[src/rrwl_pkg.sv]
// Package for the recursive reader-writer lock manager.
// Types, codes and sizes shared by controller, datapath and top level.
package rrwl_pkg;

    localparam int unsigned THREAD_SLOTS = 16;
    localparam int unsigned DEPTH_BITS   = 16;
    localparam int unsigned TID_W        = 4;
    localparam int unsigned CNT_W        = 5;
    localparam logic [DEPTH_BITS-1:0] DEPTH_MAX = {DEPTH_BITS{1'b1}};

    typedef enum logic [2:0] {
        CMD_RLOCK   = 3'd0,
        CMD_RUNLOCK = 3'd1,
        CMD_WLOCK   = 3'd2,
        CMD_WUNLOCK = 3'd3,
        CMD_RETREAT = 3'd4,
        CMD_OBTAIN  = 3'd5
    } t_cmd;

    typedef enum logic [2:0] {
        OC_GRANT = 3'd0,
        OC_PEND  = 3'd1,
        OC_REL   = 3'd2,
        OC_WOKEN = 3'd3,
        OC_ERR   = 3'd4
    } t_outcome;

    typedef enum logic [1:0] {
        K_NONE    = 2'd0,
        K_READ    = 2'd1,
        K_WRITE   = 2'd2,
        K_UPGRADE = 2'd3
    } t_kind;

    typedef enum logic [2:0] {
        ST_IDLE  = 3'd0,
        ST_EXEC  = 3'd1,
        ST_EMIT  = 3'd2,
        ST_SCAN  = 3'd3,
        ST_WEMIT = 3'd4
    } t_state;

    // which wake pass the scan runs
    typedef enum logic [1:0] {
        SC_UPG  = 2'd0,
        SC_WR   = 2'd1,
        SC_RD   = 2'd2
    } t_scan;

    typedef struct packed {
        logic exec;     // process latched request
        logic scan_clr; // reset scan index and pass
        logic scan_step;// examine one slot
    } t_ctl;

    typedef struct packed {
        logic wake;     // release will wake at least one waiter
        logic hit;      // current slot got a woken grant
        logic done;     // scan finished
        logic more;     // waiting readers remain at or past the scan index
    } t_sts;

endpackage

[src/rrwl_datapath.sv]
// Datapath of the lock manager: per-thread state, counters, request
// evaluation and the serial wake scan. Uses rrwl_pkg.
module rrwl_datapath
    import rrwl_pkg::*;
(
    input  logic                  i_clk,
    input  logic                  i_rst_n,
    input  logic                  i_load,
    input  logic [2:0]            i_command,
    input  logic [TID_W-1:0]      i_thread_id,
    input  logic [DEPTH_BITS-1:0] i_restore_reads,
    input  logic [DEPTH_BITS-1:0] i_restore_writes,
    input  t_ctl                  i_ctl,
    output t_sts                  o_sts,
    output logic [TID_W-1:0]      o_res_thread,
    output logic [2:0]            o_res_outcome,
    output logic [DEPTH_BITS-1:0] o_res_sr,
    output logic [DEPTH_BITS-1:0] o_res_sw
);

    logic [DEPTH_BITS-1:0] r_rd [THREAD_SLOTS];
    logic [DEPTH_BITS-1:0] r_wd [THREAD_SLOTS];
    t_kind                 r_pk [THREAD_SLOTS];
    logic [DEPTH_BITS-1:0] r_pr [THREAD_SLOTS];
    logic [DEPTH_BITS-1:0] r_pw [THREAD_SLOTS];
    logic [CNT_W-1:0]      r_rc;
    logic                  r_wh;

    logic [2:0]            r_cmd;
    logic [TID_W-1:0]      r_tid;
    logic [DEPTH_BITS-1:0] r_rr, r_rw;
    logic [TID_W-1:0]      r_res_t;
    logic [2:0]            r_res_oc;
    logic [DEPTH_BITS-1:0] r_res_sr, r_res_sw;
    logic                  r_wake;
    logic [TID_W-1:0]      r_idx;
    t_scan                 r_pass;
    logic                  r_done, r_hit;

    logic [DEPTH_BITS-1:0] rd, wd;
    t_kind                 pk;
    logic                  hit;
    logic                  last_slot;
    logic                  any_upg, any_wr, any_rd, more_rd;

    assign rd = r_rd[r_tid];
    assign wd = r_wd[r_tid];
    assign pk = r_pk[r_tid];
    assign last_slot = (r_idx == TID_W'(THREAD_SLOTS - 1));

    always_comb begin
        case (r_pass)
            SC_UPG:  hit = (r_pk[r_idx] == K_UPGRADE) && (r_rd[r_idx] != '0);
            SC_WR:   hit = (r_pk[r_idx] == K_WRITE);
            default: hit = (r_pk[r_idx] == K_READ);
        endcase
    end

    // waiter summary: tells ahead of time whether another word follows
    always_comb begin
        any_upg = 1'b0;
        any_wr  = 1'b0;
        any_rd  = 1'b0;
        more_rd = 1'b0;
        for (int i = 0; i < THREAD_SLOTS; i++) begin
            if (r_pk[i] == K_UPGRADE && r_rd[i] != '0) any_upg = 1'b1;
            if (r_pk[i] == K_WRITE) any_wr = 1'b1;
            if (r_pk[i] == K_READ) begin
                any_rd = 1'b1;
                if (TID_W'(i) >= r_idx) more_rd = 1'b1;
            end
        end
    end

    always_ff @(posedge i_clk) begin
        if (!i_rst_n) begin
            for (int i = 0; i < THREAD_SLOTS; i++) begin
                r_rd[i] <= '0;
                r_wd[i] <= '0;
                r_pk[i] <= K_NONE;
                r_pr[i] <= '0;
                r_pw[i] <= '0;
            end
            r_rc   <= '0;
            r_wh   <= 1'b0;
            r_wake <= 1'b0;
            r_idx  <= '0;
            r_pass <= SC_UPG;
            r_done <= 1'b0;
            r_hit  <= 1'b0;
        end else begin
            if (i_load) begin
                r_cmd <= i_command;
                r_tid <= i_thread_id;
                r_rr  <= i_restore_reads;
                r_rw  <= i_restore_writes;
            end
            if (i_ctl.exec) begin
                r_res_t  <= r_tid;
                r_res_sr <= '0;
                r_res_sw <= '0;
                r_wake   <= 1'b0;
                if (pk != K_NONE || r_cmd > CMD_OBTAIN) begin
                    r_res_oc <= OC_ERR;
                end else begin
                    case (t_cmd'(r_cmd))
                        CMD_RLOCK: begin
                            if (rd != '0) begin
                                if (rd == DEPTH_MAX) r_res_oc <= OC_ERR;
                                else begin
                                    r_rd[r_tid] <= rd + 1'b1;
                                    r_res_oc    <= OC_GRANT;
                                end
                            end else if (r_wh && wd == '0) begin
                                r_pk[r_tid] <= K_READ;
                                r_pr[r_tid] <= DEPTH_BITS'(1);
                                r_pw[r_tid] <= '0;
                                r_res_oc    <= OC_PEND;
                            end else begin
                                r_rd[r_tid] <= DEPTH_BITS'(1);
                                r_rc        <= r_rc + 1'b1;
                                r_res_oc    <= OC_GRANT;
                            end
                        end
                        CMD_RUNLOCK: begin
                            if (rd == '0) r_res_oc <= OC_ERR;
                            else begin
                                r_rd[r_tid] <= rd - 1'b1;
                                if (rd == DEPTH_BITS'(1) && r_rc != '0)
                                    r_rc <= r_rc - 1'b1;
                                r_res_oc <= OC_REL;
                                r_wake   <= 1'b1;
                            end
                        end
                        CMD_WLOCK: begin
                            if (wd != '0) begin
                                if (wd == DEPTH_MAX) r_res_oc <= OC_ERR;
                                else begin
                                    r_wd[r_tid] <= wd + 1'b1;
                                    r_res_oc    <= OC_GRANT;
                                end
                            end else if (!r_wh &&
                                         r_rc == CNT_W'(rd != '0)) begin
                                r_wd[r_tid] <= DEPTH_BITS'(1);
                                r_wh        <= 1'b1;
                                r_res_oc    <= OC_GRANT;
                            end else begin
                                r_pk[r_tid] <= (rd != '0) ? K_UPGRADE : K_WRITE;
                                r_pr[r_tid] <= '0;
                                r_pw[r_tid] <= (rd != '0) ? '0 : DEPTH_BITS'(1);
                                r_res_oc    <= OC_PEND;
                            end
                        end
                        CMD_WUNLOCK: begin
                            if (wd == '0) r_res_oc <= OC_ERR;
                            else begin
                                r_wd[r_tid] <= wd - 1'b1;
                                if (wd == DEPTH_BITS'(1)) r_wh <= 1'b0;
                                r_res_oc <= OC_REL;
                                r_wake   <= 1'b1;
                            end
                        end
                        CMD_RETREAT: begin
                            if (rd == '0 && wd == '0) r_res_oc <= OC_ERR;
                            else begin
                                if (rd != '0 && r_rc != '0) r_rc <= r_rc - 1'b1;
                                if (wd != '0) r_wh <= 1'b0;
                                r_rd[r_tid] <= '0;
                                r_wd[r_tid] <= '0;
                                r_res_sr    <= rd;
                                r_res_sw    <= wd;
                                r_res_oc    <= OC_REL;
                                r_wake      <= 1'b1;
                            end
                        end
                        default: begin
                            if (r_rr == '0 && r_rw == '0) r_res_oc <= OC_GRANT;
                            else if (rd != '0 || wd != '0) r_res_oc <= OC_ERR;
                            else if (r_rw != '0) begin
                                if (r_rc == '0 && !r_wh) begin
                                    r_rd[r_tid] <= r_rr;
                                    r_wd[r_tid] <= r_rw;
                                    r_wh        <= 1'b1;
                                    if (r_rr != '0) r_rc <= r_rc + 1'b1;
                                    r_res_oc    <= OC_GRANT;
                                end else begin
                                    r_pk[r_tid] <= K_WRITE;
                                    r_pr[r_tid] <= r_rr;
                                    r_pw[r_tid] <= r_rw;
                                    r_res_oc    <= OC_PEND;
                                end
                            end else begin
                                if (!r_wh) begin
                                    r_rd[r_tid] <= r_rr;
                                    r_rc        <= r_rc + 1'b1;
                                    r_res_oc    <= OC_GRANT;
                                end else begin
                                    r_pk[r_tid] <= K_READ;
                                    r_pr[r_tid] <= r_rr;
                                    r_pw[r_tid] <= '0;
                                    r_res_oc    <= OC_PEND;
                                end
                            end
                        end
                    endcase
                end
            end
            if (i_ctl.scan_clr) begin
                r_idx  <= '0;
                r_pass <= SC_UPG;
                r_done <= r_wh;
                r_hit  <= 1'b0;
            end else if (i_ctl.scan_step) begin
                r_hit <= 1'b0;
                // pass gated by counts; upgrade and write end on first hit
                if ((r_pass == SC_UPG && r_rc != CNT_W'(1)) ||
                    (r_pass == SC_WR && r_rc != '0)) begin
                    r_pass <= (r_pass == SC_UPG) ? SC_WR : SC_RD;
                    r_idx  <= '0;
                end else if (hit) begin
                    r_hit    <= 1'b1;
                    r_res_t  <= r_idx;
                    r_res_oc <= OC_WOKEN;
                    r_res_sr <= '0;
                    r_res_sw <= '0;
                    case (r_pk[r_idx])
                        K_READ: begin
                            r_rd[r_idx] <= r_pr[r_idx];
                            r_rc        <= r_rc + 1'b1;
                        end
                        K_WRITE: begin
                            r_rd[r_idx] <= r_pr[r_idx];
                            r_wd[r_idx] <= r_pw[r_idx];
                            r_wh        <= 1'b1;
                            if (r_pr[r_idx] != '0) r_rc <= r_rc + 1'b1;
                        end
                        default: begin
                            r_wd[r_idx] <= DEPTH_BITS'(1);
                            r_wh        <= 1'b1;
                        end
                    endcase
                    r_pk[r_idx] <= K_NONE;
                    r_pr[r_idx] <= '0;
                    r_pw[r_idx] <= '0;
                    if (r_pass != SC_RD || last_slot) r_done <= 1'b1;
                    else r_idx <= r_idx + 1'b1;
                end else if (last_slot) begin
                    if (r_pass == SC_RD) r_done <= 1'b1;
                    else begin
                        r_pass <= (r_pass == SC_UPG) ? SC_WR : SC_RD;
                        r_idx  <= '0;
                    end
                end else begin
                    r_idx <= r_idx + 1'b1;
                end
            end
        end
    end

    // same priority as the scan: upgrader, else writer, else readers
    assign o_sts.wake     = r_wake && !r_wh &&
                            ((r_rc == CNT_W'(1) && any_upg) ||
                             (r_rc == '0 && any_wr) || any_rd);
    assign o_sts.hit      = r_hit;
    assign o_sts.done     = r_done;
    assign o_sts.more     = more_rd;
    assign o_res_thread   = r_res_t;
    assign o_res_outcome  = r_res_oc;
    assign o_res_sr       = r_res_sr;
    assign o_res_sw       = r_res_sw;

endmodule

[src/rrwl_ctrl.sv]
// Controller of the lock manager: sequences execute, result words and
// the wake scan. Uses rrwl_pkg.
module rrwl_ctrl
    import rrwl_pkg::*;
(
    input  logic i_clk,
    input  logic i_rst_n,
    input  logic i_in_fire,
    input  logic i_out_ready,
    input  t_sts i_sts,
    output t_ctl o_ctl,
    output logic o_in_ready,
    output logic o_out_valid,
    output logic o_out_last
);

    t_state r_state, n_state;

    always_ff @(posedge i_clk) begin
        if (!i_rst_n) r_state <= ST_IDLE;
        else          r_state <= n_state;
    end

    always_comb begin
        n_state     = r_state;
        o_ctl       = '0;
        o_in_ready  = 1'b0;
        o_out_valid = 1'b0;
        o_out_last  = 1'b0;
        case (r_state)
            ST_IDLE: begin
                o_in_ready = i_rst_n;
                if (i_in_fire) n_state = ST_EXEC;
            end
            ST_EXEC: begin
                o_ctl.exec = 1'b1;
                n_state    = ST_EMIT;
            end
            ST_EMIT: begin
                o_out_valid = 1'b1;
                // last unless the release wakes someone
                o_out_last  = !i_sts.wake;
                o_ctl.scan_clr = 1'b1;
                if (i_out_ready) n_state = i_sts.wake ? ST_SCAN : ST_IDLE;
            end
            ST_SCAN: begin
                // woken grant held in result regs until taken
                if (i_sts.done) begin
                    n_state = ST_IDLE;
                end else begin
                    o_ctl.scan_step = 1'b1;
                    n_state = ST_WEMIT;
                end
            end
            ST_WEMIT: begin
                if (i_sts.hit) begin
                    o_out_valid = 1'b1;
                    o_out_last  = i_sts.done || !i_sts.more;
                    if (i_out_ready)
                        n_state = (i_sts.done || !i_sts.more) ? ST_IDLE : ST_SCAN;
                end else begin
                    n_state = ST_SCAN;
                end
            end
            default: n_state = ST_IDLE;
        endcase
    end

endmodule

[src/recursive_rw_lock_manager_unit.sv]
// Lock manager top level: one request at a time; a request word is latched,
// executed, then answered by a result word. A wake scan looks at one slot per
// step; the upgrader and writer passes are gated by the reader count, so at
// least one is skipped, the remaining passes look at up to 16 slots each; one
// woken word per hit. New requests are taken only after the last result word.
// Reset (i_rst_n low, sync) clears lock and scan state; input not ready in reset.
module recursive_rw_lock_manager_unit
    import rrwl_pkg::*;
(
    input  logic        i_clk,
    input  logic        i_rst_n,
    input  logic        s_axis_tvalid,
    output logic        s_axis_tready,
    input  logic [39:0] s_axis_tdata,  // command[2:0], thread_id[6:3],
                                       // restore_reads[22:7], restore_writes[38:23]
    output logic        m_axis_tvalid,
    input  logic        m_axis_tready,
    output logic [39:0] m_axis_tdata,  // target_thread[3:0], outcome[6:4],
                                       // saved_reads[22:7], saved_writes[38:23]
    output logic        m_axis_tlast
);

    t_ctl                  ctl;
    t_sts                  sts;
    logic                  in_fire;
    logic [TID_W-1:0]      res_t;
    logic [2:0]            res_oc;
    logic [DEPTH_BITS-1:0] res_sr, res_sw;

    assign in_fire = s_axis_tvalid && s_axis_tready;

    rrwl_ctrl u_ctrl (
        .i_clk       (i_clk),
        .i_rst_n     (i_rst_n),
        .i_in_fire   (in_fire),
        .i_out_ready (m_axis_tready),
        .i_sts       (sts),
        .o_ctl       (ctl),
        .o_in_ready  (s_axis_tready),
        .o_out_valid (m_axis_tvalid),
        .o_out_last  (m_axis_tlast)
    );

    rrwl_datapath u_dp (
        .i_clk            (i_clk),
        .i_rst_n          (i_rst_n),
        .i_load           (in_fire),
        .i_command        (s_axis_tdata[2:0]),
        .i_thread_id      (s_axis_tdata[6:3]),
        .i_restore_reads  (s_axis_tdata[22:7]),
        .i_restore_writes (s_axis_tdata[38:23]),
        .i_ctl            (ctl),
        .o_sts            (sts),
        .o_res_thread     (res_t),
        .o_res_outcome    (res_oc),
        .o_res_sr         (res_sr),
        .o_res_sw         (res_sw)
    );

    assign m_axis_tdata = {1'b0, res_sw, res_sr, res_oc, res_t};

`ifndef SYNTHESIS
    a_no_overlap: assert property (@(posedge i_clk) disable iff (!i_rst_n)
        m_axis_tvalid |-> !s_axis_tready)
        else $error("input taken while result pending");
    a_one_scan_op: assert property (@(posedge i_clk) disable iff (!i_rst_n)
        !(ctl.exec && ctl.scan_step))
        else $error("execute and scan together");
    a_exec_follows_accept: assert property (@(posedge i_clk) disable iff (!i_rst_n)
        in_fire |=> ctl.exec)
        else $error("accepted word not executed");
`endif

endmodule
[config.mk]
export PLATFORM = sky130hd
export DESIGN_NAME = recursive_rw_lock_manager_unit
export DESIGN_NICKNAME = d
export VERILOG_FILES = /design/src/rrwl_pkg.sv /design/src/rrwl_datapath.sv /design/src/rrwl_ctrl.sv /design/src/recursive_rw_lock_manager_unit.sv
export SDC_FILE = /design/constraint.sdc
export NUM_CORES = 2
export LEC_CHECK = 0
export CORE_MARGIN = 5
export CORE_UTILIZATION = 35
export DETAILED_ROUTE_END_ITERATION = 12
export DONT_BUFFER_PORTS = 1
export HOLD_SLACK_MARGIN = 0.1
export PLACE_DENSITY_LB_ADDON = 0.25
export SYNTH_ARGS = -nofsm -noshare
export SYNTH_HDL_FRONTEND = slang
export SYNTH_SLANG_ARGS = --single-unit
[constraint.sdc]
create_clock -name i_clk -period 8.4 [get_ports i_clk]
set_clock_uncertainty 0.2 [all_clocks]
set_input_delay 1.68 -clock i_clk [delete_from_list [all_inputs] [get_ports i_clk]]
set_output_delay 1.68 -clock i_clk [all_outputs]
set_load 0.01 [all_outputs]
==> flow_summary.toml <==
[status]
status = "completed"

[route]
dr.pass1.iters = 6
drtIter0Drc = 4703
drc_errors = 0
num_vias = 36550
wl_um = 180800
wire_per_inst_um = 28.60
vias_per_cell = 5.781
drtAntennaViolNets = 0

[clocking]
root_buffer = "clkbuf_16"
clk_pin_slew_ns = 0.07
cts_resized = 0
post_cts_buffers = 0
cts_tree = "yes"
ctsHoldBuffers = 0
cts_htree_levels = 3
worstSkewPairLatency_ns = 0.76
cts_buffers = 119
clockBufferDepth = 3
clkSinkCount = 1160

[power]
sequentialPowerShare = 0.493
leakage_nw = 20.08
comb_power_share = 0.102
power_density_mw_per_mm2 = 220.5
p_sw_mw = 3.423
ir_drop_mv = 0.1546
p_int_mw = 10.24
clkPwrFrac = 0.405
p_sw_frac = 0.2505
total_power_mw = 13.67

[die]
ios = 87
fp-row-count = 145
core_area_mm2 = 0.1558
die-height_um = 405.4
initial_core_util = 0.3510
dieArea_mm2 = 0.1643
dieWidth_um = 405.4

[final_layout]
stdcell_area_mm2 = 0.06197
drive_above_1_share = 0.1794
nets = 4218
fillers = 14460
fin_util = 0.3976
stdcell_count = 6322
mostFrequentLayoutCell = "edfxtp_1"
area.growth.synth_to_final_pct = 13.27
final_cell_mix = "1134 x edfxtp_1, 1084 x nor2_1, 298 x mux4_2, 195 x nand2_1, 182 x buf_4"

[critical_path]
worstSetupPathType = "reg -> reg"
arrival_ns = 8.08
critical_path.max_fanout = 38
cp.required_ns = 8.51
start_kind = "flop"
endpoint_kind = "flop"

[placement]
portBuffers = 0
place_inst = 6096
placed_area_mm2 = 0.05791
routabilityCongestion = 0.9632
hpwl_um = 126300

[sta]
rsz0062_at_grt = "no"
slew_viol_final = 0
finalHoldViolations = 0
whs_ns = 0.2869
slew-limit-headroom = 0.1749
post-route-period-util = 0.9492
setup_viol = 0
worst_pin_slew_ns = 1.226
min_period_ns = 7.974
fmax_ghz = 0.1254

[synthesis]
postSynthAreaPerCell_um2 = 13.12
synthCells = 4171
synth_edf_count = 1134
yosys_warnings = 0
ys_async_sr_fraction = 0
syn_area_mm2 = 0.05471
synthDistinctLibCells = 87
syn-num-nets = 4230
ys_seq_area_frac = 0.6319
ys.flop_type = "edfxtp_1"
synth-seq-cells = 1160

[global_routing]
first_global_vias = 36260
antenna_found_initial = 14
overflow = 0
grt_pass1_wl_um = 261100
grt_max_degree = 108
grt_usage = 0.2174

[run]
maxCapViolCount = 0

[min_path]
hold_path.class = "reg -> reg"
cell usage after synthesis, drive strengths merged, types with 5 or more instances:
cell	instances	area (um2)
edfxtp	1134	34050
nor2	1086	4076
mux4	298	6711
clkbuf	245	919.6
nand2	196	735.7
a21oi	122	610.6
nor3	119	605.6
o21ai	107	535.5
nor4	91	584.3
buf	76	372.9
a22oi	74	555.5
nand3	53	265.3
nand4	46	287.8
inv	44	165.2
and2	30	187.7
nor2b	28	175.2
mux2i	27	270.3
dfxtp	26	520.5
a31oi	22	150.1
and3	22	137.6
a32oi	21	229.0
nand2b	21	131.4
a22o	19	166.4
mux2	19	214.0
xnor2	18	157.7
o22ai	16	100.1
ha	15	187.7
o211ai	14	110.1
or3	14	87.58
a211oi	12	95.09
o21a	11	82.58
a21boi	10	75.08
a221oi	10	93.84
and4	10	87.58
or2	9	56.30
xor2	8	70.07
a21o	7	52.55
nor3b	7	52.55
a211o	6	52.55
a32o	6	60.06
or4	6	45.04
a2111oi	5	43.79
a221o	5	50.05
a41oi	5	43.79
cell type report:
cell class | count | area (um2) | area share
Tap cell | 2058 | 2575 | 0.04155
Multi-Input combinational cell | 2645 | 19080 | 0.3079
Clock inverter | 74 | 907.1 | 0.01464
Clock buffer | 146 | 3139 | 0.05066
Timing Repair Buffer | 188 | 1486 | 0.02399
Inverter | 45 | 168.9 | 0.002726
Sequential cell | 1160 | 34600 | 0.5583
Antenna cell | 6 | 15.01 | 0.0002423
logic make-up (layout without fill, tap and decap cells):
logic type	count (synthesis)	in the layout	synth area share
AOI/OAI and AO/OA	509	509	0.06282
xor gates and xnor gates	26	26	0.004162
adders and majority gates	15	15	0.003431
buffers and inverters	366	453	0.02671
DFF	1160	1160	0.6319
muxes	344	344	0.1315
other	1	7	0.00006854
and+or+nand+nor	1750	1750	0.1393
state kept, by name (all words and copies together) (netlist names), 5 cells and up, named ones only:
signal,count
u_dp.r_pw,256
u_dp.o_res_sw,16
u_dp.r_rc,5
u_dp.r_pr,256
u_dp.r_rr,16
u_dp.o_res_sr,16
u_dp.r_rd,256
u_dp.r_rw,16
u_dp.r_pk,32
u_dp.r_wd,256
critical path: stages (launching register included):
cell and delay (ns):
dfxtp_4 0.87, buf_4 0.41, mux4_2 0.60, a22oi_1 0.20, nand2_1 0.31, inv_1 0.17
ha_1 0.38, nor2b_1 0.17, o21ai_0 0.08, a2111oi_0 0.77, nand4_1 0.16, buf_4 0.29
o211ai_2 0.52, and2_1 0.46, a21boi_0 0.30, o21ai_1 0.87, nand2_1 0.70
metrics by stage:
| stage | setup TNS [ns] | worst slack [ns] |
|---|---|---|
| floorplan | -51.15 | -0.3761 |
| global placement | 0 | 0.6783 |
| detailed placement | 0 | 0.6104 |
| CTS | 0 | 0.5542 |
| global route | 0 | 0.06363 |
| finish | 0 | 0.4264 |
per-layer routing:
layer	vias to the layer above	global-route usage	part of all wire	routed length, um
li1	15810	-	-	-
met1	18890	0.2900	0.41	73790
met2	1566	0.3586	0.48	86740
met3	279	0.04578	0.082	14750
met4	6	0.06608	0.030	5512
met5	-	0	0.00023	41
power by group through the flow:
stage                     sequential (mW)  clock [mW]  combinational, mW
after floorplan                      6.76           0              0.842
after global placement               6.86           0               1.37
after detailed placement             6.86           0               1.37
after CTS                            6.74        5.63               1.38
after global routing                 6.76        5.86               1.46
final                                6.74        5.54               1.39
final timing paths:
check        slack [ns]         from                to  cells after the start
max                0.43         flop  u_dp.r_rd[8][13]                     16
min                0.29  u_dp.r_wake       u_dp.r_wake                      2
max reg2reg        0.43         flop  u_dp.r_rd[8][13]                     16
min reg2reg        0.29  u_dp.r_wake       u_dp.r_wake                      2
No activity file was read; power rests on OpenSTA's default activity.
